### src/design/assert_macros.svh
// assertion macros used by the decoder's top-level rtl file
// no dependencies; empty bodies when SYNTHESIS is defined
`ifndef ASSERT_MACROS_SVH
`define ASSERT_MACROS_SVH

`ifndef SYNTHESIS
`define ASSERT_CLK(name, clk, rst_n, prop) \
    name: assert property (@(posedge clk) disable iff (!rst_n) (prop)) \
        else $error("assertion failed");
`define ASSERT_NEVER_CLK(name, clk, rst_n, prop) \
    name: assert property (@(posedge clk) disable iff (!rst_n) !(prop)) \
        else $error("forbidden condition seen");
`else
`define ASSERT_CLK(name, clk, rst_n, prop)
`define ASSERT_NEVER_CLK(name, clk, rst_n, prop)
`endif

`endif

### src/design/eed_pkg.sv
// types and character constants for the echo escape decoder
// no dependencies
`default_nettype none

package eed_pkg;

    localparam int MaxResults = 3;

    localparam logic [1:0] STATUS_OK    = 2'd0;
    localparam logic [1:0] STATUS_STOP  = 2'd1;
    localparam logic [1:0] STATUS_ERROR = 2'd2;

    localparam logic [7:0] CH_BEL   = 8'h07;
    localparam logic [7:0] CH_BS    = 8'h08;
    localparam logic [7:0] CH_HT    = 8'h09;
    localparam logic [7:0] CH_LF    = 8'h0A;
    localparam logic [7:0] CH_VT    = 8'h0B;
    localparam logic [7:0] CH_FF    = 8'h0C;
    localparam logic [7:0] CH_CR    = 8'h0D;
    localparam logic [7:0] CH_SPACE = 8'h20;
    localparam logic [7:0] CH_ZERO  = 8'h30;
    localparam logic [7:0] CH_SEVEN = 8'h37;
    localparam logic [7:0] CH_BSL   = 8'h5C;
    localparam logic [7:0] CH_LC_A  = 8'h61;
    localparam logic [7:0] CH_LC_B  = 8'h62;
    localparam logic [7:0] CH_LC_C  = 8'h63;
    localparam logic [7:0] CH_LC_F  = 8'h66;
    localparam logic [7:0] CH_LC_N  = 8'h6E;
    localparam logic [7:0] CH_LC_R  = 8'h72;
    localparam logic [7:0] CH_LC_T  = 8'h74;
    localparam logic [7:0] CH_LC_V  = 8'h76;

    typedef struct packed {
        logic [7:0] out_byte;
        logic       has_byte;
        logic [1:0] status;
        logic       message_end;
    } t_result;

    typedef struct packed {
        t_result [MaxResults-1:0] res;
        logic [1:0]               count;
    } t_decode;

endpackage

`default_nettype wire

### src/design/echo_escape_decoder.sv
// top level of the echo escape decoder: input handshake and result buffer
// depends on eed_pkg, eed_decode and assert_macros.svh
//
// channel   direction  handshake          payload
// input     in         i_valid / o_stall  i_ch i_has_char i_arg_end i_last_arg
// result    out        o_valid / i_stall  o_out_byte o_has_byte o_status
//                                         o_message_end o_run_last
//
// an item is decoded in the cycle it is taken; its up to three results are
// written to the result buffer at that edge and leave one per cycle after it
// while i_stall is low; an item with results holds the result port until
// its last result leaves; the next item is taken on the edge it leaves
// o_stall follows i_stall combinationally while the last buffered result waits
// synchronous active-low reset empties the buffer and returns to normal mode
`default_nettype none
`include "assert_macros.svh"

module echo_escape_decoder #(
    parameter int MAX_OCTAL_DIGITS = 4
) (
    input  wire logic       i_clk,
    input  wire logic       i_rst_n,
    input  wire logic       i_valid,
    output logic            o_stall,
    input  wire logic [7:0] i_ch,
    input  wire logic       i_has_char,
    input  wire logic       i_arg_end,
    input  wire logic       i_last_arg,
    output logic            o_valid,
    input  wire logic       i_stall,
    output logic [7:0]      o_out_byte,
    output logic            o_has_byte,
    output logic [1:0]      o_status,
    output logic            o_message_end,
    output logic            o_run_last
);
    import eed_pkg::*;

    t_decode                  w_dec;
    t_result [MaxResults-1:0] r_res;
    t_result                  w_cur;
    logic [1:0]               r_cnt;
    logic [1:0]               r_idx;
    logic                     w_last;
    logic                     w_out_xfer;
    logic                     w_free;
    logic                     w_in_xfer;

    eed_decode #(
        .MAX_OCTAL_DIGITS(MAX_OCTAL_DIGITS)
    ) u_decode (
        .i_clk      (i_clk),
        .i_rst_n    (i_rst_n),
        .i_xfer     (w_in_xfer),
        .i_ch       (i_ch),
        .i_has_char (i_has_char),
        .i_arg_end  (i_arg_end),
        .i_last_arg (i_last_arg),
        .o_dec      (w_dec)
    );

    assign w_last     = (r_idx == (r_cnt - 2'd1));
    assign o_valid    = (r_cnt != 2'd0);
    assign w_out_xfer = o_valid && !i_stall;
    assign w_free     = (r_cnt == 2'd0) || (w_out_xfer && w_last);
    assign o_stall    = !w_free;
    assign w_in_xfer  = i_valid && w_free;

    assign w_cur         = r_res[r_idx];
    assign o_out_byte    = w_cur.out_byte;
    assign o_has_byte    = w_cur.has_byte;
    assign o_status      = w_cur.status;
    assign o_message_end = w_cur.message_end;
    assign o_run_last    = w_last;

    always_ff @(posedge i_clk) begin
        if (!i_rst_n) begin
            r_cnt <= '0;
            r_idx <= '0;
        end else if (w_in_xfer) begin
            r_cnt <= w_dec.count;
            r_idx <= '0;
        end else if (w_out_xfer) begin
            if (w_last) begin
                r_cnt <= '0;
                r_idx <= '0;
            end else begin
                r_idx <= r_idx + 2'd1;
            end
        end
    end

    // result payload, no reset needed
    always_ff @(posedge i_clk) begin
        if (w_in_xfer) begin
            r_res <= w_dec.res;
        end
    end

    `ASSERT_CLK(a_idx_in_range, i_clk, i_rst_n, o_valid |-> (r_idx < r_cnt))
    `ASSERT_CLK(a_end_is_last, i_clk, i_rst_n, (o_valid && o_message_end) |-> o_run_last)
    `ASSERT_CLK(a_nobyte_has_status, i_clk, i_rst_n, (o_valid && !o_has_byte) |-> (o_status != STATUS_OK))
    `ASSERT_NEVER_CLK(a_no_take_while_busy, i_clk, i_rst_n, w_in_xfer && o_valid && !(w_last && !i_stall))
    `ASSERT_CLK(a_idx_steps, i_clk, i_rst_n, (o_valid && i_stall) |=> ($stable(r_idx) && $stable(r_cnt)))

endmodule

`default_nettype wire

### src/design/eed_decode.sv
// escape decoding state and per-item result list
// depends on eed_pkg
`default_nettype none

module eed_decode #(
    parameter int MAX_OCTAL_DIGITS = 4
) (
    input  wire logic           i_clk,
    input  wire logic           i_rst_n,
    input  wire logic           i_xfer,
    input  wire logic [7:0]     i_ch,
    input  wire logic           i_has_char,
    input  wire logic           i_arg_end,
    input  wire logic           i_last_arg,
    output eed_pkg::t_decode    o_dec
);
    import eed_pkg::*;

    localparam logic [2:0] MaxDigits = 3'(MAX_OCTAL_DIGITS);

    typedef enum logic [1:0] {
        MODE_NORMAL,
        MODE_ESCAPE,
        MODE_OCTAL,
        MODE_DROP
    } t_mode;

    t_mode      r_mode, n_mode;
    logic [7:0] r_oct, n_oct;
    logic [2:0] r_cnt, n_cnt;

    t_result    cand [4];
    logic [3:0] cand_v;

    function automatic t_result mk(input logic [7:0] b, input logic h,
                                   input logic [1:0] s, input logic e);
        t_result r;
        r.out_byte    = b;
        r.has_byte    = h;
        r.status      = s;
        r.message_end = e;
        return r;
    endfunction

    always_comb begin
        n_mode = r_mode;
        n_oct  = r_oct;
        n_cnt  = r_cnt;
        cand_v = '0;
        for (int k = 0; k < 4; k++) begin
            cand[k] = '0;
        end

        // character phase: slot 0 octal flush, slot 1 character result
        if (i_has_char) begin
            case (r_mode)
                MODE_NORMAL: begin
                    if (i_ch == CH_BSL) begin
                        n_mode = MODE_ESCAPE;
                    end else begin
                        cand_v[1] = 1'b1;
                        cand[1]   = mk(i_ch, 1'b1, STATUS_OK, 1'b0);
                    end
                end
                MODE_ESCAPE: begin
                    n_mode    = MODE_NORMAL;
                    cand_v[1] = 1'b1;
                    case (i_ch)
                        CH_LC_A: cand[1] = mk(CH_BEL, 1'b1, STATUS_OK, 1'b0);
                        CH_LC_B: cand[1] = mk(CH_BS,  1'b1, STATUS_OK, 1'b0);
                        CH_LC_F: cand[1] = mk(CH_FF,  1'b1, STATUS_OK, 1'b0);
                        CH_LC_N: cand[1] = mk(CH_LF,  1'b1, STATUS_OK, 1'b0);
                        CH_LC_R: cand[1] = mk(CH_CR,  1'b1, STATUS_OK, 1'b0);
                        CH_LC_T: cand[1] = mk(CH_HT,  1'b1, STATUS_OK, 1'b0);
                        CH_LC_V: cand[1] = mk(CH_VT,  1'b1, STATUS_OK, 1'b0);
                        CH_BSL:  cand[1] = mk(CH_BSL, 1'b1, STATUS_OK, 1'b0);
                        CH_ZERO: begin
                            n_oct = '0;
                            if (MaxDigits <= 3'd1) begin
                                cand[1] = mk(8'h00, 1'b1, STATUS_OK, 1'b0);
                                n_cnt   = '0;
                            end else begin
                                cand_v[1] = 1'b0;
                                n_cnt     = 3'd1;
                                n_mode    = MODE_OCTAL;
                            end
                        end
                        CH_LC_C: begin
                            cand[1] = mk(8'h00, 1'b0, STATUS_STOP, 1'b1);
                            n_mode  = MODE_DROP;
                        end
                        default: begin
                            cand[1] = mk(8'h00, 1'b0, STATUS_ERROR, 1'b1);
                            n_mode  = MODE_DROP;
                        end
                    endcase
                end
                MODE_OCTAL: begin
                    if (i_ch inside {[CH_ZERO:CH_SEVEN]}) begin
                        n_oct = {r_oct[4:0], i_ch[2:0]};
                        n_cnt = r_cnt + 3'd1;
                        if (n_cnt >= MaxDigits) begin
                            cand_v[1] = 1'b1;
                            cand[1]   = mk(n_oct, 1'b1, STATUS_OK, 1'b0);
                            n_mode    = MODE_NORMAL;
                            n_oct     = '0;
                            n_cnt     = '0;
                        end
                    end else begin
                        cand_v[0] = 1'b1;
                        cand[0]   = mk(r_oct, 1'b1, STATUS_OK, 1'b0);
                        n_oct     = '0;
                        n_cnt     = '0;
                        if (i_ch == CH_BSL) begin
                            n_mode = MODE_ESCAPE;
                        end else begin
                            n_mode    = MODE_NORMAL;
                            cand_v[1] = 1'b1;
                            cand[1]   = mk(i_ch, 1'b1, STATUS_OK, 1'b0);
                        end
                    end
                end
                default: begin
                end
            endcase
        end

        // argument end phase: slot 2 pending flush, slot 3 separator
        if (i_arg_end) begin
            if (n_mode == MODE_DROP) begin
                if (i_last_arg) begin
                    n_mode = MODE_NORMAL;
                end
            end else begin
                if (n_mode == MODE_ESCAPE) begin
                    cand_v[2] = 1'b1;
                    cand[2]   = mk(CH_BSL, 1'b1, STATUS_OK, 1'b0);
                end else if (n_mode == MODE_OCTAL) begin
                    cand_v[2] = 1'b1;
                    cand[2]   = mk(n_oct, 1'b1, STATUS_OK, 1'b0);
                end
                n_mode    = MODE_NORMAL;
                n_oct     = '0;
                n_cnt     = '0;
                cand_v[3] = 1'b1;
                if (i_last_arg) begin
                    cand[3] = mk(CH_LF, 1'b1, STATUS_OK, 1'b1);
                end else begin
                    cand[3] = mk(CH_SPACE, 1'b1, STATUS_OK, 1'b0);
                end
            end
        end
    end

    // pack the candidates in order
    always_comb begin
        o_dec = '0;
        for (int k = 0; k < 4; k++) begin
            if (cand_v[k] && (o_dec.count != 2'd3)) begin
                o_dec.res[o_dec.count] = cand[k];
                o_dec.count            = o_dec.count + 2'd1;
            end
        end
    end

    always_ff @(posedge i_clk) begin
        if (!i_rst_n) begin
            r_mode <= MODE_NORMAL;
            r_oct  <= '0;
            r_cnt  <= '0;
        end else if (i_xfer) begin
            r_mode <= n_mode;
            r_oct  <= n_oct;
            r_cnt  <= n_cnt;
        end
    end

endmodule

`default_nettype wire

### config.mk
export PLATFORM = sky130hd
export DESIGN_NAME = echo_escape_decoder
export DESIGN_NICKNAME = d
export VERILOG_FILES = /design/src/design/eed_pkg.sv /design/src/design/echo_escape_decoder.sv /design/src/design/eed_decode.sv
export VERILOG_INCLUDE_DIRS = /design/src /design/src/design
export SDC_FILE = /design/constraint.sdc
export NUM_CORES = 1
export LEC_CHECK = 0
export BUFFER_PORTS_ARGS = -buffer_cell sky130_fd_sc_hd__buf_2
export CORE_MARGIN = 1.5
export CORE_UTILIZATION = 29
export CTS_CLUSTER_DIAMETER = 200
export CTS_CLUSTER_SIZE = 24
export DETAILED_ROUTE_END_ITERATION = 10
export GPL_ROUTABILITY_DRIVEN = 0
export HOLD_SLACK_MARGIN = 0.05
export PLACE_DENSITY_LB_ADDON = 0.12
export SLEW_MARGIN = 10
export SYNTH_ARGS = -nofsm -noshare
export SYNTH_HDL_FRONTEND = slang
export SYNTH_SLANG_ARGS = --single-unit
### constraint.sdc
create_clock -name i_clk -period 5.6 [get_ports i_clk]
set_input_delay 0.84 -clock i_clk [delete_from_list [all_inputs] [get_ports i_clk]]
set_output_delay 0.84 -clock i_clk [all_outputs]
set_load 0.01 [all_outputs]
==> flow_summary.yaml, run 1 <==
status:
  status: "finished, final reports clean"
power_and_ir_drop:
  internal_power_uw: 634.7
  vdd_ir_drop_max_mv: 0.09666
  switching_share_pct: 25.68
  powerDensity_nw_per_um2: 213.6
  clockPowerShare_pct: 35.3
  switchingPower_uw: 219.3
  p_leak_uw: 0.001373
  pwr-share-seq_pct: 50.6
  comb_power_share_pct: 14.1
cells_and_area:
  finish.net_count: 450
  fillCellCount: 1276
  drive_above_1_share_pct: 14.76
  multi_input_area_um2: 2037
  seqCellArea_um2: 1361
  layout.cells.most_common: "nor2_1"
  mostFrequentLayoutCells: "40 x nor2_1, 37 x nand2_1, 34 x edfxtp_1, 32 x o21ai_0, 29 x buf_2"
  area_growth_pct: 11.48
  antennaDiodeCount: 0
synthesis:
  netlist_instances: 402
  avgSynthCellArea_um2: 8.920
  ys.flop_type: "edfxtp_1"
  synth_seq_area_share_pct: 37.96
  yosysWarnings: 0
  synth_edf_count: 34
  synth.distinct_cells: 68
  synth_top_cell_area_share_pct: 28.47
  syn_nets: 433
  async_reset_ff_share_pct: 0
  synthTopCellsByArea: "edfxtp_1 28%, dfxtp_1 9.5%, ha_1 5.6%"
  ys_ff_latch: 51
  syn_area_um2: 3586
  synth_top_area_cell: "edfxtp_1"
drt:
  drtPass1Iterations: 4
  drcViolationCount: 0
  routed_via_density: 5.284
  met2WireLength_mm: 4.752
  ant_nets: 0
  wl_met3_um: 507
  m1WireLength_mm: 4.906
  wl_mm: 10.29
  vias: 3107
  top_layer_used: "met4"
  drt-initial-drc-count: 157
  avgRoutedWirePerCell_um: 17.50
floorplan:
  dieHeight_um: 114.2
  pin_count: 30
  die-area_um2: 13040
  initial_core_util_pct: 29.73
  fp.dieW_um: 114.2
  num_rows: 40
  core_um2: 12060
cts:
  clkTransAtPathRegs_ps: 70
  clockBufferDepth: 2
  cts_setup_buffers: 0
  cts-buffers-inserted: 5
  cts_resized: 0
  cts_tree: "done"
  clock_latency_ps: 300
  cts_root_buf: "clkbuf_16"
  clock_sinks: 51
  ctsHoldBuffers: 0
  htree_levels: 2
sta:
  setup_violations: 0
  rsz0062_at_grt: "false"
  min_period_over_period_pct: 81.64
  worst_pin_slew_ps: 734.6
  timing.final.ws_setup_ps: 1028
  final_hold_viol_count: 0
  maxSlewViolCount: 0
  relSlewSlack_pct: 50.93
  setup_tns_ps: 0
  min_period_ps: 4572
  clock_skew_ps: 9.619
  fmax_ghz: 0.2187
setup_path:
  path_class: "in -> reg"
  critPathCaptureType: "flip-flop"
  max_stage_delay_ps: 460
  critPathArrivalTime_ps: 4600
  critPathBufInv: 2
  path_cells: "buf_2 > nand4bb_1 > nor3_2 > a22oi_1 > nand3_2 > nand2_1 > ha_1 > nor2b_1 > nand3b_1 > o21ai_0 > inv_1 > ha_1 > nor2_1 > nand2_1 > nand3_1 > o31ai_1"
  cp_max_fo: 9
  cp-start-kind: "primary input"
  crit_family: "simple AND/OR/NAND/NOR gates"
  critPathSlowestCell: "nor3_2"
  cp_data_required_time_ps: 5630
run:
  max-cap-violations: 0
place:
  numPortBuffers: 29
  pre_cts_slack_ps: 714.4
  dp_hpwl_mm: 7.918
global_route:
  antenna_found_initial: 0
  grt_pass1_wl_mm: 16.21
  overflow: 0
  grt.total_usage_pct: 16.24
  grt_pass1_vias: 2904
  grt_max_degree: 36
min_path:
  worst_hold_path_type: "reg -> reg"
[cells in the mapped netlist, drive strengths merged (3+ instances only)]
| cell | count |
|---|---|
| o22ai | 4 |
| a211oi | 8 |
| nor4 | 4 |
| o21ai | 37 |
| o21a | 3 |
| a221oi | 4 |
| dfxtp | 17 |
| nor2 | 42 |
| nor3 | 13 |
| ha | 16 |
| or2 | 5 |
| a22oi | 10 |
| o31ai | 4 |
| and2 | 7 |
| nor2b | 7 |
| nand2b | 9 |
| o2111ai | 3 |
| nand3 | 12 |
| nand2 | 37 |
| clkbuf | 13 |
| mux2i | 13 |
| and3 | 6 |
| edfxtp | 34 |
| a21oi | 20 |
| buf | 11 |
| inv | 17 |
| nand3b | 3 |
| xnor2 | 3 |
| a31oi | 4 |
| a22o | 8 |
| xor2 | 3 |
[registers in the layout, indices dropped and copies added, names as in the netlist]
register / count
u_decode.r_mode: 2
r_res: 34
u_decode.r_cnt: 3
r_cnt: 2
r_idx: 2
u_decode.r_oct: 8
[worst reg2reg max path, delay by kind of cell (launching register included)]
family                     cells  cell delay [ps]
adders and majority gates      3             1010
buffers and inverters          2              260
DFF                            1              340
and+or+nand+nor                6             1410
AOI/OAI and AO/OA              5             1100
[logic make-up (layout without fill, tap and decap cells)]
group | count (synthesis) | after routing | share of synthesized area (%)
adders and majority gates | 16 | 16 | 5.583
buffers and inverters | 41 | 59 | 5.234
muxes | 13 | 13 | 3.629
xor gates and xnor gates | 6 | 6 | 1.466
AOI/OAI and AO/OA | 118 | 118 | 22.85
and+or+nand+nor | 157 | 157 | 23.27
DFF | 51 | 51 | 37.96
[worst paths after layout]
path	from	depth (start not counted)	end	slack [ps]
max	i_ch[6]	16	r_res[29]$_DFFE_PP_	1030
min	u_decode.r_cnt[1]$_SDFFE_PN0P_	2	u_decode.r_cnt[1]$_SDFFE_PN0P_	490
max reg2reg	u_decode.r_mode[1]$_SDFFE_PN0P_	16	r_res[29]$_DFFE_PP_	1230
min reg2reg	u_decode.r_cnt[1]$_SDFFE_PN0P_	2	u_decode.r_cnt[1]$_SDFFE_PN0P_	490
[power groups by stage]
stage / combinational (uW) / clock, uW / sequential (uW)
3_5_place_dp: 121 / 0 / 441
4_1_cts: 121 / 312 / 432
3_3_place_gp: 120 / 0 / 440
6_report: 120 / 302 / 432
2_1_floorplan: 80.0 / 0 / 439
5_1_grt: 133 / 326 / 434
[per-stage QoR]
stage / power, uW / instances / cell area [um^2] / util, % / hold slack [ps]
4_1_cts: 864.7 / 588 / 3998 / 33.14 / 488.6
6_report: 854.0 / 588 / 3998 / 33.14 / 490.8
5_1_grt: 892.8 / 588 / 3998 / 33.14 / 508.5
2_1_floorplan: 518.9 / 402 / 3586 / - / 440.8
3_3_place_gp: 560.6 / 580 / 3855 / 31.96 / 451.6
3_5_place_dp: 561.3 / 580 / 3855 / 31.96 / 468.5
[final cells by class]
type                            count  share of cell area, %
Multi-Input combinational cell    310                  50.95
Sequential cell                    51                  34.05
Tap cell                          168                  5.258
Timing Repair Buffer               34                  4.570
Clock buffer                        6                  3.224
Inverter                           17                  1.596
Clock inverter                      2                 0.3443
[per-layer routing]
layer | GRT usage [%] | vias to the layer above
met3 | 2.329 | 8
met5 | 0 | -
met1 | 23.25 | 1488
li1 | - | 1521
met2 | 25.78 | 90
met4 | 4.083 | 0
Note: power is estimated with default switching activity, not from simulation.
==> run 2: changes to the inputs <==
==> constraint.sdc (replaced) <==
create_clock -name i_clk -period 4.11 [get_ports i_clk]
set_input_delay 0.6165 -clock i_clk [delete_from_list [all_inputs] [get_ports i_clk]]
set_output_delay 0.6165 -clock i_clk [all_outputs]
set_load 0.01 [all_outputs]
==> run 2 against run 1 <==
Utilization is 1.1 points higher. Non-clock buffer count increased by 18. Clock skew shrank 1.7 ps. Total power grew 37%. First-iteration DRC count decreased by 11%. Combinational power increased by 41%. Sequential cell count stayed put. Setup slack got worse by 610 ps.
==> flow_summary.yaml, run 2 (synthesis gave the netlist of run 1 again) <==
cells_and_area:
  top_register: "r_res"
  drive_above_1_share_pct: 18.26
  final_area_um2: 4131
  fillCellCount: 1267
  layout.cells.most_common: "nor2_1"
  mostFrequentLayoutCells: "40 x nor2_1, 37 x nand2_1, 34 x edfxtp_1, 32 x o21ai_0, 29 x buf_2"
  area_growth_pct: 15.21
  final_cells: 606
  largest_reg_flops: 34
  reg_top3: "r_res: 34 flops, u_decode.r_oct: 8 flops, u_decode.r_cnt: 3 flops"
  finish.net_count: 468
  antennaDiodeCount: 0
cts:
  ctsHoldBuffers: 0
  cts-buffers-inserted: 5
  clkTransAtPathRegs_ps: 70
  cts_resized: 0
  clockBufferDepth: 2
  clock_latency_ps: 300
  clock_sinks: 51
  cts_tree: "done"
  cts_root_buf: "clkbuf_16"
  htree_levels: 2
  cts_setup_buffers: 0
sta:
  min_period_ps: 3689
  rsz0062_at_grt: "false"
  setup_tns_ps: 0
  relSlewSlack_pct: 53.85
  finalHoldWorstSlack_ps: 477.3
  maxSlewViolCount: 0
  fmax_ghz: 0.2711
  worst_pin_slew_ps: 690.8
  min_period_over_period_pct: 89.76
  setup_violations: 0
  clock_skew_ps: 7.898
  final_hold_viol_count: 0
setup_path:
  timing.rr.end: "r_res[29]$_DFFE_PP_"
  cp_data_required_time_ps: 4160
  path_cells: "buf_2 > or4b_4 > o21a_4 > o2111ai_4 > o21ai_2 > nand2_1 > ha_1 > nor2b_1 > nand3b_1 > o21ai_0 > inv_1 > ha_1 > nor2_1 > buf_4 > and2_1 > nand2_1 > o21a_1"
  critPathSlowestCell: "or4b_4"
  path_class: "in -> reg"
  cp-start-kind: "primary input"
  r2r-start: "u_decode.r_cnt[0]$_SDFFE_PN0P_"
  critPathBufInv: 3
  max_stage_delay_ps: 530
  rr_worst_depth: 16
  cp_max_fo: 9
  crit_family: "simple AND/OR/NAND/NOR gates"
  ff2ff_setup_slack_ps: 430
  critPathArrivalTime_ps: 3740
  critPathCaptureType: "flip-flop"
min_path:
  worst_hold_path_type: "reg -> reg"
  min_from: "u_decode.r_cnt[2]$_SDFFE_PN0P_"
  min_path_cells: 1
  hold_path_end: "u_decode.r_cnt[2]$_SDFFE_PN0P_"
drt:
  drcViolationCount: 0
  vias: 3082
  drt-initial-drc-count: 140
  routed_via_density: 5.086
  avgRoutedWirePerCell_um: 16.99
  ant_nets: 0
  wl_mm: 10.29
  drtPass1Iterations: 4
floorplan:
  dieHeight_um: 114.2
  pin_count: 30
  initial_core_util_pct: 29.73
  num_rows: 40
  fp.dieW_um: 114.2
  core_um2: 12060
  die-area_um2: 13040
global_route:
  overflow: 0
  grt_pass1_wl_mm: 16.07
  antenna_found_initial: 0
  grt_max_degree: 35
  grt_pass1_vias: 2969
  grt.total_usage_pct: 15.98
run:
  max-cap-violations: 0
place:
  dp_hpwl_mm: 8.011
  dp.cells: 598
  numPortBuffers: 29
  place_area_um2: 3990
status:
  status: "finished, final reports clean"
power_and_ir_drop:
  p_leak_uw: 0.001459
  powerDensity_nw_per_um2: 282.8
  finalPower_uw: 1168
  vdd_ir_drop_max_mv: 0.1116
==> run 2: cell count changes in the layout (fill, tap and decap cells not counted) <==
| cell | change |
|---|---|
| buf_4 | +18 |
| clkinv_4 | -1 |
| clkinvlp_4 | +1 |
==> run 2: worst reg2reg max path: cells and delay by family (launching register included) <==
kind	cells	cell delay (ps)
xor+xnor	1	510
simple gates	8	1290
fa+ha+maj	3	680
buf+inv	2	260
flops	1	310
compound gates	2	460
==> run 2: worst max path at each step <==
stage               slack (ps)  cells past startpoint                  end                            start
finish                     420                     17  r_res[21]$_DFFE_PP_                          i_ch[4]
global route                50                     17  r_res[21]$_DFFE_PP_  u_decode.r_mode[0]$_SDFFE_PN0P_
CTS                        430                     16  r_res[29]$_DFFE_PP_   u_decode.r_cnt[0]$_SDFFE_PN0P_
detailed placement         130                     17  r_res[31]$_DFFE_PP_                          i_ch[4]
global placement           160                     15  r_res[29]$_DFFE_PP_                          i_ch[4]
floorplan                   60                     17  r_res[21]$_DFFE_PP_                          i_ch[4]
==> run 2: per-layer routing <==
layer / vias up / track usage, % / share of wire [%]
li1: 1556 / - / -
met1: 1430 / 21.06 / 48
met2: 84 / 26.99 / 46
met3: 12 / 2.065 / 4.1
met4: 0 / 5.583 / 2.0
met5: - / 0 / 0
==> run 2: area by class of cell <==
cell class                 count  area (um^2)  area share, %
multi-input combinational    310         2037          49.30
sequential                    51         1361          32.95
timing repair buffer          52        317.8          7.692
tap                          168        210.2          5.088
clock buffer                   6        128.9          3.119
inverter                      17        63.81          1.545
clock inverter                 2        12.51         0.3028
==> run 2: per-stage QoR <==
stage / util, % / worst slack (ps)
4_1_cts: 34.25 / 433.7
5_1_grt: 34.25 / 51.67
3_3_place_gp: 33.08 / 164.6
3_5_place_dp: 33.08 / 134.4
6_report: 34.25 / 420.9
2_1_floorplan: - / 57.77
==> run 2: where the power goes <==
| group | switching [uW] | internal, uW |
|---|---|---|
| sequential | 7.76 | 581 |
| clock | 186 | 225 |
| combinational | 106 | 63.6 |
| total | 299 | 869 |
